==> src/design/cau_pkg.sv <==
package cau_pkg;

    localparam int FRAC_BITS_DEF = 16;
    localparam int DATA_W        = 32;
    localparam int PROD_W        = 64;
    localparam int MAG_W         = 65;
    // quotient bits kept by the divider: 32 integer-range bits plus one guard bit
    localparam int QUOT_W        = 33;
    // partial remainder: numerator magnitude shifted by up to 34 fraction bits,
    // and divisor shifted by QUOT_W
    localparam int REM_W         = 98;
    localparam int TOL_W         = 16;
    localparam int OP_W          = 3;
    localparam int STATUS_W      = 2;

    typedef enum logic [OP_W-1:0] {
        OP_ADD = 3'd0,
        OP_SUB = 3'd1,
        OP_MUL = 3'd2,
        OP_DIV = 3'd3,
        OP_CMP = 3'd4
    } cau_op_t;

    localparam logic [STATUS_W-1:0] ST_OK       = 2'd0;
    localparam logic [STATUS_W-1:0] ST_DIV_ZERO = 2'd1;
    localparam logic [STATUS_W-1:0] ST_SAT      = 2'd2;

    typedef struct packed {
        logic [OP_W-1:0]          opcode;
        logic signed [DATA_W-1:0] a_re;
        logic signed [DATA_W-1:0] a_im;
        logic signed [DATA_W-1:0] b_re;
        logic signed [DATA_W-1:0] b_im;
    } cau_in_t;

    typedef struct packed {
        logic signed [DATA_W-1:0] res_re;
        logic signed [DATA_W-1:0] res_im;
        logic                     is_equal;
        logic [STATUS_W-1:0]      status;
    } cau_out_t;

    typedef logic [TOL_W-1:0] cau_cfg_t;

    // token that travels through the divider stages
    typedef struct packed {
        logic [OP_W-1:0]          op;
        logic                     dz;
        logic                     neg_re;
        logic                     neg_im;
        logic                     ovf_re;
        logic                     ovf_im;
        logic [PROD_W-1:0]        den;
        logic [REM_W-1:0]         rem_re;
        logic [REM_W-1:0]         rem_im;
        logic [QUOT_W-1:0]        q_re;
        logic [QUOT_W-1:0]        q_im;
        logic [DATA_W-1:0]        res_re;
        logic [DATA_W-1:0]        res_im;
        logic                     eq;
        logic [STATUS_W-1:0]      status;
    } cau_tok_t;

    typedef struct packed {
        logic              sat;
        logic [DATA_W-1:0] val;
    } cau_clamp_t;

    // clamp a sign/magnitude value into signed 32 bits
    function automatic cau_clamp_t clamp32(input logic neg, input logic [MAG_W-1:0] mag);
        cau_clamp_t c;
        c.sat = 1'b0;
        if (!neg) begin
            if (mag > MAG_W'(32'h7FFF_FFFF)) begin
                c.sat = 1'b1;
                c.val = 32'h7FFF_FFFF;
            end
            else begin
                c.val = mag[DATA_W-1:0];
            end
        end
        else begin
            if (mag > MAG_W'(32'h8000_0000)) begin
                c.sat = 1'b1;
                c.val = 32'h8000_0000;
            end
            else begin
                c.val = DATA_W'(0) - mag[DATA_W-1:0];
            end
        end
        return c;
    endfunction

endpackage

==> src/design/cau_stream_if.sv <==
interface cau_stream_if #(parameter type payload_t = logic);
    logic     valid;
    logic     ready;
    payload_t data;

    modport source (output valid, output data, input ready);
    modport sink (input valid, input data, output ready);
endinterface

==> src/design/cau_front.sv <==
module cau_front #(
    parameter int FRAC_BITS = cau_pkg::FRAC_BITS_DEF
) (
    input  logic                     clk,
    input  logic                     rst_n,
    input  logic                     en,
    input  logic                     in_valid,
    input  cau_pkg::cau_in_t         in_data,
    input  logic [cau_pkg::TOL_W-1:0] tol,
    output logic                     tok_valid,
    output cau_pkg::cau_tok_t        tok
);

    localparam int DW = cau_pkg::DATA_W;
    localparam int PW = cau_pkg::PROD_W;
    localparam int MW = cau_pkg::MAG_W;
    localparam int RW = cau_pkg::REM_W;
    localparam int QW = cau_pkg::QUOT_W;
    localparam int OW = cau_pkg::OP_W;
    localparam int SW = cau_pkg::STATUS_W;

    // stage 1: operand registers
    logic                 v1_reg;
    logic [OW-1:0]        op1_reg;
    logic signed [DW-1:0] ar1_reg, ai1_reg, br1_reg, bi1_reg;

    // stage 2: products, add/sub/compare results
    logic                 v2_reg;
    logic [OW-1:0]        op2_reg;
    logic signed [PW-1:0] prr_reg, pii_reg, pri_reg, pir_reg, srr_reg, sii_reg;
    logic [DW-1:0]        sre2_reg, sim2_reg;
    logic                 seq2_reg;
    logic [SW-1:0]        sst2_reg;
    logic                 dz2_reg;

    // stage 3: product sums
    logic                 v3_reg;
    logic [OW-1:0]        op3_reg;
    logic [PW-1:0]        ure_reg, uim_reg, den_reg;
    logic [DW-1:0]        sre3_reg, sim3_reg;
    logic                 seq3_reg;
    logic [SW-1:0]        sst3_reg;
    logic                 dz3_reg;

    // stage 4: token into the divider
    logic                 tok_valid_reg;
    cau_pkg::cau_tok_t    tok_reg, tok_next;

    // ---- stage 1 -> 2 combinational
    logic signed [DW:0]   ar33, ai33, br33, bi33;
    logic signed [DW:0]   s_re, s_im, d_re, d_im;
    logic signed [MW-1:0] se_re, se_im;
    logic [MW-1:0]        m_re, m_im;
    logic [DW:0]          abs_re, abs_im;
    cau_pkg::cau_clamp_t  c_re, c_im;
    logic [DW-1:0]        sre_next, sim_next;
    logic                 seq_next;
    logic [SW-1:0]        sst_next;

    always_comb
    begin
        ar33 = (DW+1)'(ar1_reg);
        ai33 = (DW+1)'(ai1_reg);
        br33 = (DW+1)'(br1_reg);
        bi33 = (DW+1)'(bi1_reg);
        d_re = ar33 - br33;
        d_im = ai33 - bi33;
        if (op1_reg == cau_pkg::OP_SUB)
        begin
            s_re = d_re;
            s_im = d_im;
        end
        else
        begin
            s_re = ar33 + br33;
            s_im = ai33 + bi33;
        end
        se_re = MW'(s_re);
        se_im = MW'(s_im);
        m_re  = s_re[DW] ? MW'(-se_re) : MW'(se_re);
        m_im  = s_im[DW] ? MW'(-se_im) : MW'(se_im);
        c_re  = cau_pkg::clamp32(s_re[DW], m_re);
        c_im  = cau_pkg::clamp32(s_im[DW], m_im);
        abs_re = d_re[DW] ? (DW+1)'(-d_re) : (DW+1)'(d_re);
        abs_im = d_im[DW] ? (DW+1)'(-d_im) : (DW+1)'(d_im);

        sre_next = '0;
        sim_next = '0;
        seq_next = 1'b0;
        sst_next = cau_pkg::ST_OK;
        if (op1_reg == cau_pkg::OP_ADD || op1_reg == cau_pkg::OP_SUB)
        begin
            sre_next = c_re.val;
            sim_next = c_im.val;
            if (c_re.sat || c_im.sat)
                sst_next = cau_pkg::ST_SAT;
        end
        else if (op1_reg == cau_pkg::OP_CMP)
        begin
            seq_next = (abs_re <= (DW+1)'(tol)) && (abs_im <= (DW+1)'(tol));
        end
    end

    // ---- stage 3 -> 4 combinational
    logic                neg_re, neg_im;
    logic [PW-1:0]       mag_re, mag_im;
    logic [MW-1:0]       rnd_re, rnd_im;
    logic [RW-1:0]       dlim;
    cau_pkg::cau_clamp_t pc_re, pc_im;

    always_comb
    begin
        neg_re = ure_reg[PW-1] && (ure_reg != {1'b1, {(PW-1){1'b0}}});
        neg_im = uim_reg[PW-1] && (uim_reg != {1'b1, {(PW-1){1'b0}}});
        mag_re = neg_re ? PW'(0) - ure_reg : ure_reg;
        mag_im = neg_im ? PW'(0) - uim_reg : uim_reg;
        rnd_re = (MW'(mag_re) + (MW'(1) << (FRAC_BITS - 1))) >> FRAC_BITS;
        rnd_im = (MW'(mag_im) + (MW'(1) << (FRAC_BITS - 1))) >> FRAC_BITS;
        pc_re  = cau_pkg::clamp32(neg_re, rnd_re);
        pc_im  = cau_pkg::clamp32(neg_im, rnd_im);
        dlim   = RW'(den_reg) << QW;

        tok_next.op     = op3_reg;
        tok_next.dz     = dz3_reg;
        tok_next.neg_re = neg_re;
        tok_next.neg_im = neg_im;
        tok_next.den    = den_reg;
        tok_next.rem_re = RW'(mag_re) << FRAC_BITS;
        tok_next.rem_im = RW'(mag_im) << FRAC_BITS;
        tok_next.ovf_re = tok_next.rem_re >= dlim;
        tok_next.ovf_im = tok_next.rem_im >= dlim;
        tok_next.q_re   = '0;
        tok_next.q_im   = '0;
        tok_next.res_re = sre3_reg;
        tok_next.res_im = sim3_reg;
        tok_next.eq     = seq3_reg;
        tok_next.status = sst3_reg;
        if (op3_reg == cau_pkg::OP_MUL)
        begin
            tok_next.res_re = pc_re.val;
            tok_next.res_im = pc_im.val;
            tok_next.status = (pc_re.sat || pc_im.sat) ? cau_pkg::ST_SAT : cau_pkg::ST_OK;
        end
    end

    always_ff @(posedge clk or negedge rst_n)
    begin
        if (!rst_n)
        begin
            v1_reg        <= 1'b0;
            v2_reg        <= 1'b0;
            v3_reg        <= 1'b0;
            tok_valid_reg <= 1'b0;
        end
        else if (en)
        begin
            v1_reg        <= in_valid;
            v2_reg        <= v1_reg;
            v3_reg        <= v2_reg;
            tok_valid_reg <= v3_reg;
        end
    end

    always_ff @(posedge clk)
    begin
        if (en)
        begin
            op1_reg  <= in_data.opcode;
            ar1_reg  <= in_data.a_re;
            ai1_reg  <= in_data.a_im;
            br1_reg  <= in_data.b_re;
            bi1_reg  <= in_data.b_im;

            op2_reg  <= op1_reg;
            prr_reg  <= PW'(ar1_reg) * PW'(br1_reg);
            pii_reg  <= PW'(ai1_reg) * PW'(bi1_reg);
            pri_reg  <= PW'(ar1_reg) * PW'(bi1_reg);
            pir_reg  <= PW'(ai1_reg) * PW'(br1_reg);
            srr_reg  <= PW'(br1_reg) * PW'(br1_reg);
            sii_reg  <= PW'(bi1_reg) * PW'(bi1_reg);
            sre2_reg <= sre_next;
            sim2_reg <= sim_next;
            seq2_reg <= seq_next;
            sst2_reg <= sst_next;
            dz2_reg  <= (br1_reg == '0) && (bi1_reg == '0);

            op3_reg  <= op2_reg;
            if (op2_reg == cau_pkg::OP_DIV)
            begin
                ure_reg <= PW'(prr_reg + pii_reg);
                uim_reg <= PW'(pir_reg - pri_reg);
            end
            else
            begin
                ure_reg <= PW'(prr_reg - pii_reg);
                uim_reg <= PW'(pri_reg + pir_reg);
            end
            den_reg  <= PW'(srr_reg + sii_reg);
            sre3_reg <= sre2_reg;
            sim3_reg <= sim2_reg;
            seq3_reg <= seq2_reg;
            sst3_reg <= sst2_reg;
            dz3_reg  <= dz2_reg;

            tok_reg  <= tok_next;
        end
    end

    assign tok_valid = tok_valid_reg;
    assign tok       = tok_reg;

endmodule

==> src/design/cau_div_stage.sv <==
module cau_div_stage #(
    parameter int SHIFT = 0
) (
    input  logic              clk,
    input  logic              rst_n,
    input  logic              en,
    input  logic              in_valid,
    input  cau_pkg::cau_tok_t in_tok,
    output logic              out_valid,
    output cau_pkg::cau_tok_t out_tok
);

    localparam int RW = cau_pkg::REM_W;

    logic              valid_reg;
    cau_pkg::cau_tok_t tok_reg, tok_next;
    logic [RW-1:0]     dsh;

    // one restoring step for quotient bit SHIFT, both parts in parallel
    always_comb
    begin
        tok_next = in_tok;
        dsh      = RW'(in_tok.den) << SHIFT;
        if (in_tok.rem_re >= dsh)
        begin
            tok_next.rem_re      = in_tok.rem_re - dsh;
            tok_next.q_re[SHIFT] = 1'b1;
        end
        if (in_tok.rem_im >= dsh)
        begin
            tok_next.rem_im      = in_tok.rem_im - dsh;
            tok_next.q_im[SHIFT] = 1'b1;
        end
    end

    always_ff @(posedge clk or negedge rst_n)
    begin
        if (!rst_n)
            valid_reg <= 1'b0;
        else if (en)
            valid_reg <= in_valid;
    end

    always_ff @(posedge clk)
    begin
        if (en)
            tok_reg <= tok_next;
    end

    assign out_valid = valid_reg;
    assign out_tok   = tok_reg;

endmodule

==> src/design/cau_back.sv <==
module cau_back (
    input  logic              clk,
    input  logic              rst_n,
    input  logic              en,
    input  logic              in_valid,
    input  cau_pkg::cau_tok_t in_tok,
    output logic              out_valid,
    output cau_pkg::cau_out_t out_data
);

    localparam int PW = cau_pkg::PROD_W;
    localparam int MW = cau_pkg::MAG_W;

    logic                out_valid_reg;
    cau_pkg::cau_out_t   out_data_reg, out_data_next;
    logic [PW-1:0]       r_re, r_im;
    logic                rnd_re, rnd_im;
    logic [MW-1:0]       q_re, q_im;
    cau_pkg::cau_clamp_t c_re, c_im;

    always_comb
    begin
        // remainder is below the divisor here; round half away from zero
        r_re   = in_tok.rem_re[PW-1:0];
        r_im   = in_tok.rem_im[PW-1:0];
        rnd_re = r_re >= (in_tok.den - r_re);
        rnd_im = r_im >= (in_tok.den - r_im);
        q_re   = in_tok.ovf_re ? '1 : MW'(in_tok.q_re) + MW'(rnd_re);
        q_im   = in_tok.ovf_im ? '1 : MW'(in_tok.q_im) + MW'(rnd_im);
        c_re   = cau_pkg::clamp32(in_tok.neg_re, q_re);
        c_im   = cau_pkg::clamp32(in_tok.neg_im, q_im);

        out_data_next.res_re   = in_tok.res_re;
        out_data_next.res_im   = in_tok.res_im;
        out_data_next.is_equal = in_tok.eq;
        out_data_next.status   = in_tok.status;
        if (in_tok.op == cau_pkg::OP_DIV)
        begin
            if (in_tok.dz)
            begin
                out_data_next.res_re = '0;
                out_data_next.res_im = '0;
                out_data_next.status = cau_pkg::ST_DIV_ZERO;
            end
            else
            begin
                out_data_next.res_re = c_re.val;
                out_data_next.res_im = c_im.val;
                out_data_next.status = (c_re.sat || c_im.sat) ? cau_pkg::ST_SAT
                                                              : cau_pkg::ST_OK;
            end
        end
    end

    always_ff @(posedge clk or negedge rst_n)
    begin
        if (!rst_n)
            out_valid_reg <= 1'b0;
        else if (en)
            out_valid_reg <= in_valid;
    end

    always_ff @(posedge clk)
    begin
        if (en)
            out_data_reg <= out_data_next;
    end

    assign out_valid = out_valid_reg;
    assign out_data  = out_data_reg;

endmodule

==> src/design/complex_arithmetic_unit.sv <==
// Complex arithmetic unit: add, subtract, multiply, divide and tolerance compare of
// signed fixed-point complex operands (FRAC_BITS fraction bits). Fully pipelined:
// one transaction is accepted every cycle while the result side does not stall, and
// its result passes through 4 operand/product/sum stages, a 33-stage
// one-bit-per-stage restoring divider that every opcode passes through, and the
// output register.
// A stall on the result side freezes the whole pipeline. The tolerance register
// may only be written while no transaction is in flight.
module complex_arithmetic_unit #(
    parameter int FRAC_BITS = cau_pkg::FRAC_BITS_DEF
) (
    input  logic          clk,
    input  logic          rst_n,
    cau_stream_if.sink    operands,
    cau_stream_if.source  results,
    cau_stream_if.sink    cfg
);

    localparam int QW = cau_pkg::QUOT_W;

    logic                       en;
    logic [cau_pkg::TOL_W-1:0]  tol_reg;
    logic                       front_valid;
    cau_pkg::cau_tok_t          front_tok;
    logic [QW:0]                div_valid;
    cau_pkg::cau_tok_t          div_tok [QW+1];
    logic                       back_valid;
    cau_pkg::cau_out_t          back_data;

    assign en             = !back_valid || results.ready;
    assign operands.ready = en;
    assign cfg.ready      = 1'b1;

    always_ff @(posedge clk or negedge rst_n)
    begin
        if (!rst_n)
            tol_reg <= '0;
        else if (cfg.valid)
            tol_reg <= cfg.data;
    end

    cau_front #(
        .FRAC_BITS (FRAC_BITS)
    ) u_front (
        .clk       (clk),
        .rst_n     (rst_n),
        .en        (en),
        .in_valid  (operands.valid),
        .in_data   (operands.data),
        .tol       (tol_reg),
        .tok_valid (front_valid),
        .tok       (front_tok)
    );

    assign div_valid[0] = front_valid;
    assign div_tok[0]   = front_tok;

    // MSB of the quotient first
    for (genvar i = 0; i < QW; i++)
    begin : g_div
        cau_div_stage #(
            .SHIFT (QW - 1 - i)
        ) u_stage (
            .clk       (clk),
            .rst_n     (rst_n),
            .en        (en),
            .in_valid  (div_valid[i]),
            .in_tok    (div_tok[i]),
            .out_valid (div_valid[i+1]),
            .out_tok   (div_tok[i+1])
        );
    end

    cau_back u_back (
        .clk       (clk),
        .rst_n     (rst_n),
        .en        (en),
        .in_valid  (div_valid[QW]),
        .in_tok    (div_tok[QW]),
        .out_valid (back_valid),
        .out_data  (back_data)
    );

    assign results.valid = back_valid;
    assign results.data  = back_data;

endmodule
==> src/flat_wrapper.sv <==
// flat-port wrapper written by rule: the top's interface ports become plain ports
module complex_arithmetic_unit_flat 
#(
    parameter int FRAC_BITS = cau_pkg::FRAC_BITS_DEF
)
  (clk, rst_n, operands_valid, operands_data, operands_ready, results_valid, results_data, results_ready, cfg_valid, cfg_data, cfg_ready);
  cau_stream_if operands_i ();
  cau_stream_if results_i ();
  cau_stream_if cfg_i ();
  input  logic clk;
  input  logic rst_n;
  input wire logic [$bits(operands_i.valid)-1:0] operands_valid;
  input wire logic [$bits(operands_i.data)-1:0] operands_data;
  output wire logic [$bits(operands_i.ready)-1:0] operands_ready;
  output wire logic [$bits(results_i.valid)-1:0] results_valid;
  output wire logic [$bits(results_i.data)-1:0] results_data;
  input wire logic [$bits(results_i.ready)-1:0] results_ready;
  input wire logic [$bits(cfg_i.valid)-1:0] cfg_valid;
  input wire logic [$bits(cfg_i.data)-1:0] cfg_data;
  output wire logic [$bits(cfg_i.ready)-1:0] cfg_ready;
  assign operands_i.valid = operands_valid;
  assign operands_i.data = operands_data;
  assign operands_ready = operands_i.ready;
  assign results_valid = results_i.valid;
  assign results_data = results_i.data;
  assign results_i.ready = results_ready;
  assign cfg_i.valid = cfg_valid;
  assign cfg_i.data = cfg_data;
  assign cfg_ready = cfg_i.ready;
  complex_arithmetic_unit #(.FRAC_BITS(FRAC_BITS)) u_core (.clk(clk), .rst_n(rst_n), .operands(operands_i), .results(results_i), .cfg(cfg_i));
endmodule
==> config.mk <==
export PLATFORM = sky130hd
export DESIGN_NAME = complex_arithmetic_unit_flat
export DESIGN_NICKNAME = d
export VERILOG_FILES = /design/src/design/cau_pkg.sv /design/src/design/cau_stream_if.sv /design/src/design/cau_front.sv /design/src/design/cau_div_stage.sv /design/src/design/cau_back.sv /design/src/design/complex_arithmetic_unit.sv /design/src/flat_wrapper.sv
export SDC_FILE = /design/constraint.sdc
export NUM_CORES = 1
export LEC_CHECK = 0
export ABC_AREA = 0
export BUFFER_PORTS_ARGS = -buffer_cell sky130_fd_sc_hd__buf_4
export CAP_MARGIN = 20
export CORE_ASPECT_RATIO = 0.8
export CORE_MARGIN = 2
export CORE_UTILIZATION = 45
export DETAILED_ROUTE_END_ITERATION = 6
export HOLD_SLACK_MARGIN = 0.1
export PLACE_DENSITY = 0.73
export SYNTH_ARGS = -nofsm -noshare
export SYNTH_HDL_FRONTEND = slang
export SYNTH_SLANG_ARGS = --single-unit
==> constraint.sdc <==
create_clock -name clk -period 1.2 [get_ports clk]
set_input_delay 0.12 -clock clk [delete_from_list [all_inputs] [get_ports clk]]
set_output_delay 0.12 -clock clk [all_outputs]
set_load 0.01 [all_outputs]
==> results.sh <==
export IMPL_gr_total_overflow=0
export IMPL_final_max_slew_viol_count=0
export IMPL_crit_type="reg -> reg"
export IMPL_cts_buffer_depth=2
export IMPL_antenna_found_initial=0
export IMPL_finalHoldViolations=0
export IMPL_timing_rr_end="u_core.g_div[13].u_stage.out_valid"
export IMPL_use_met1_pct=16.46
export IMPL_largest_reg_flops=33
export IMPL_wl_per_cell_um=16.57
export IMPL_io_pins=11
export IMPL_r2r_slack_ps=-80
export IMPL_clk_latency_ps=280
export IMPL_power_density_mw_per_mm2=2694
export IMPL_status="complete, but fails checks"
export IMPL_use_met3_pct=5.499
export IMPL_yosysWarnings=0
export IMPL_cp_end_kind="flip-flop"
export IMPL_core_area_sq_mm=0.003131
export IMPL_dp_hpwl_um=1001
export IMPL_syn_area_per_cell_sq_um=17.33
export IMPL_finalNetCount=109
export IMPL_yosys_register_bits=38
export IMPL_syn_instance_count=86
export IMPL_yosysUniqueCellTypes=10
export IMPL_cts_clk_slew_worst_paths_ps=70
export IMPL_vdd_drop_max_uv=1291
export IMPL_clock_skew_ps=2.981
export IMPL_die_area_sq_mm=0.003791
export IMPL_rows=18
export IMPL_grt_busiest_layer="met2"
export IMPL_die_h_um=55.47
export IMPL_clock_root_buffer="clkbuf_8"
export IMPL_numClockSinks=38
export IMPL_via_per_inst=5.035
export IMPL_max_freq_ghz=0.7805
export IMPL_portBuffers=5
export IMPL_numCtsBuffers=5
export IMPL_synth_nets=93
export IMPL_tns_ps=-1623
export IMPL_violations="negative setup slack"
export IMPL_dr_first_iter_drc_count=19
export IMPL_drive_gt1_share_pct=58.25
export IMPL_crit_path_start_kind="flip-flop"
export IMPL_placed_area_sq_mm=0.001536
export IMPL_grt_pass1_wl_um=3608
export IMPL_period_needed_ps=1281
export IMPL_leakage_uw=0.0008664
export IMPL_finalInstanceArea_sq_mm=0.001862
export IMPL_cts_tree="done"
export IMPL_rr_worst_depth=4
export IMPL_seq_area_sq_um=950.9
export IMPL_rsz0062_at_grt="true"
export IMPL_placedCellCount=126
export IMPL_area_growth_pct=24.94
export IMPL_place_ws_ps=-19.96
export IMPL_grt_pass1_vias=774
export IMPL_finalSetupViolCount=29
export IMPL_antenna_cells=0
export IMPL_start_util_pct=47.60
export IMPL_cp_top_family="flip-flops"
export IMPL_path_cells="nor2b_4 -> buf_6 -> clkbuf_16 -> mux2_4"
export IMPL_drc=0
export IMPL_die_x_um=68.34
export IMPL_grt_start_max_net_pins=39
export IMPL_syn_area_sq_mm=0.001490
export IMPL_cp_data_required_time_ps=1370
export IMPL_grt_usage_pct=13.98
export IMPL_drt_total_wl_um=2370
export IMPL_maxCapViolations=0
export IMPL_yosysSeqAreaShare_pct=63.81
export IMPL_r2r_start="u_core.u_back.out_valid"
export IMPL_finalCritPeriodShare_pct=106.8
export IMPL_htree_levels=2
export IMPL_fin_ws_ps=-81.24
export IMPL_nFillCells=246
export IMPL_cp_max_fo=5
export IMPL_met2_usage_pct=21.08
export IMPL_firstDrtPassIters=4
export IMPL_vias=720
export IMPL_globalplace_congestion=0.6395
export IMPL_worstPathArrival_ps=1450
export IMPL_multiInputGateArea_sq_um=545.5
export IMPL_final_cell_count_no_fill=143
export IMPL_critical_path_buf_inv_count=2
export IMPL_slowest_stage="dfrtp_1"
export IMPL_crit_path_max_incr_delay_ps=360
export IMPL_hold_class="in -> async"
export IMPL_ant_nets=0
## timing repair
item | CTS | global route
hold buffers | 2 | 0
buffers inserted | 4 | 0
resized for setup | 6 | 21
hold endpoints to repair | 39 | 0
setup endpoints to repair | 30 | 39
gates cloned | 3 | 2
## through the flow
| stage | hold WS (ps) | power (uW) | utilization (%) |
|---|---|---|---|
| after CTS | 342.3 | 4710 | 56.87 |
| after detailed placement | 111.7 | 3505 | 49.08 |
| final | 331.0 | 5016 | 59.47 |
| after global placement | 94.01 | 3423 | 49.08 |
| after global routing | 366.4 | 5350 | 59.47 |
| after floorplan | -175.6 | 3289 | - |
## Yosys cell counts
library cell  number  area, sq um
mux2_4             8        120.1
conb_1             2        7.510
mux2_2            29        326.6
dfrtp_1           38        950.9
inv_1              1        3.750
nor2b_4            1        13.76
buf_12             1        20.02
buf_4              4        30.03
buf_6              1        11.26
or2_2              1        6.260
## power breakdown
part           internal, uW  total, uW  switching (uW)
clock                   463        876             413
sequential             1940       2290             352
combinational          1330       1850             518
## cells in the final DEF, fill, tap and decap left out, drive strengths merged
master        n
clkbuf        9
inv           1
nor2b         1
dlygate4sd3   2
buf          11
dfrtp        38
clkinv        1
mux2         37
conb          2
or2           1
## worst max-delay path by stage
stage | startpoint | endpoint | slack (ps) | depth (start not counted)
after floorplan | u_core.u_back.out_valid | u_core.g_div[10].u_stage.out_valid | -40 | 4
after global placement | u_core.u_back.out_valid | u_core.u_front.v2_reg | 0.07 | 3
after detailed placement | u_core.u_back.out_valid | u_core.g_div[11].u_stage.out_valid | -20 | 3
after CTS | u_core.u_back.out_valid | operands_ready | -70 | 5
after global routing | u_core.u_back.out_valid | u_core.g_div[13].u_stage.out_valid | -120 | 4
final | u_core.u_back.out_valid | u_core.g_div[13].u_stage.out_valid | -80 | 4
## layer usage
layer / share of wire, % / wire length, um
met5: 0 / 0
met4: 2.4 / 57
met3: 3.4 / 80
met2: 47 / 1108
met1: 47 / 1124
## cell type report
| cell class | count | share of cell area, % |
|---|---|---|
| sequential | 38 | 51.08 |
| clock buffer | 7 | 4.637 |
| clock inverter | 1 | 0.2688 |
| inverter | 1 | 0.2016 |
| tap | 40 | 2.688 |
| multi-input combinational | 41 | 29.30 |
| timing repair buffer | 15 | 11.83 |
## cells by family after synthesis
kind of cell / share of synthesized area [%]
flops: 63.81
buf+inv: 4.366
other cells: 0.5040
simple gates: 1.343
mux: 29.97
Power figures use the tool's default switching activity.
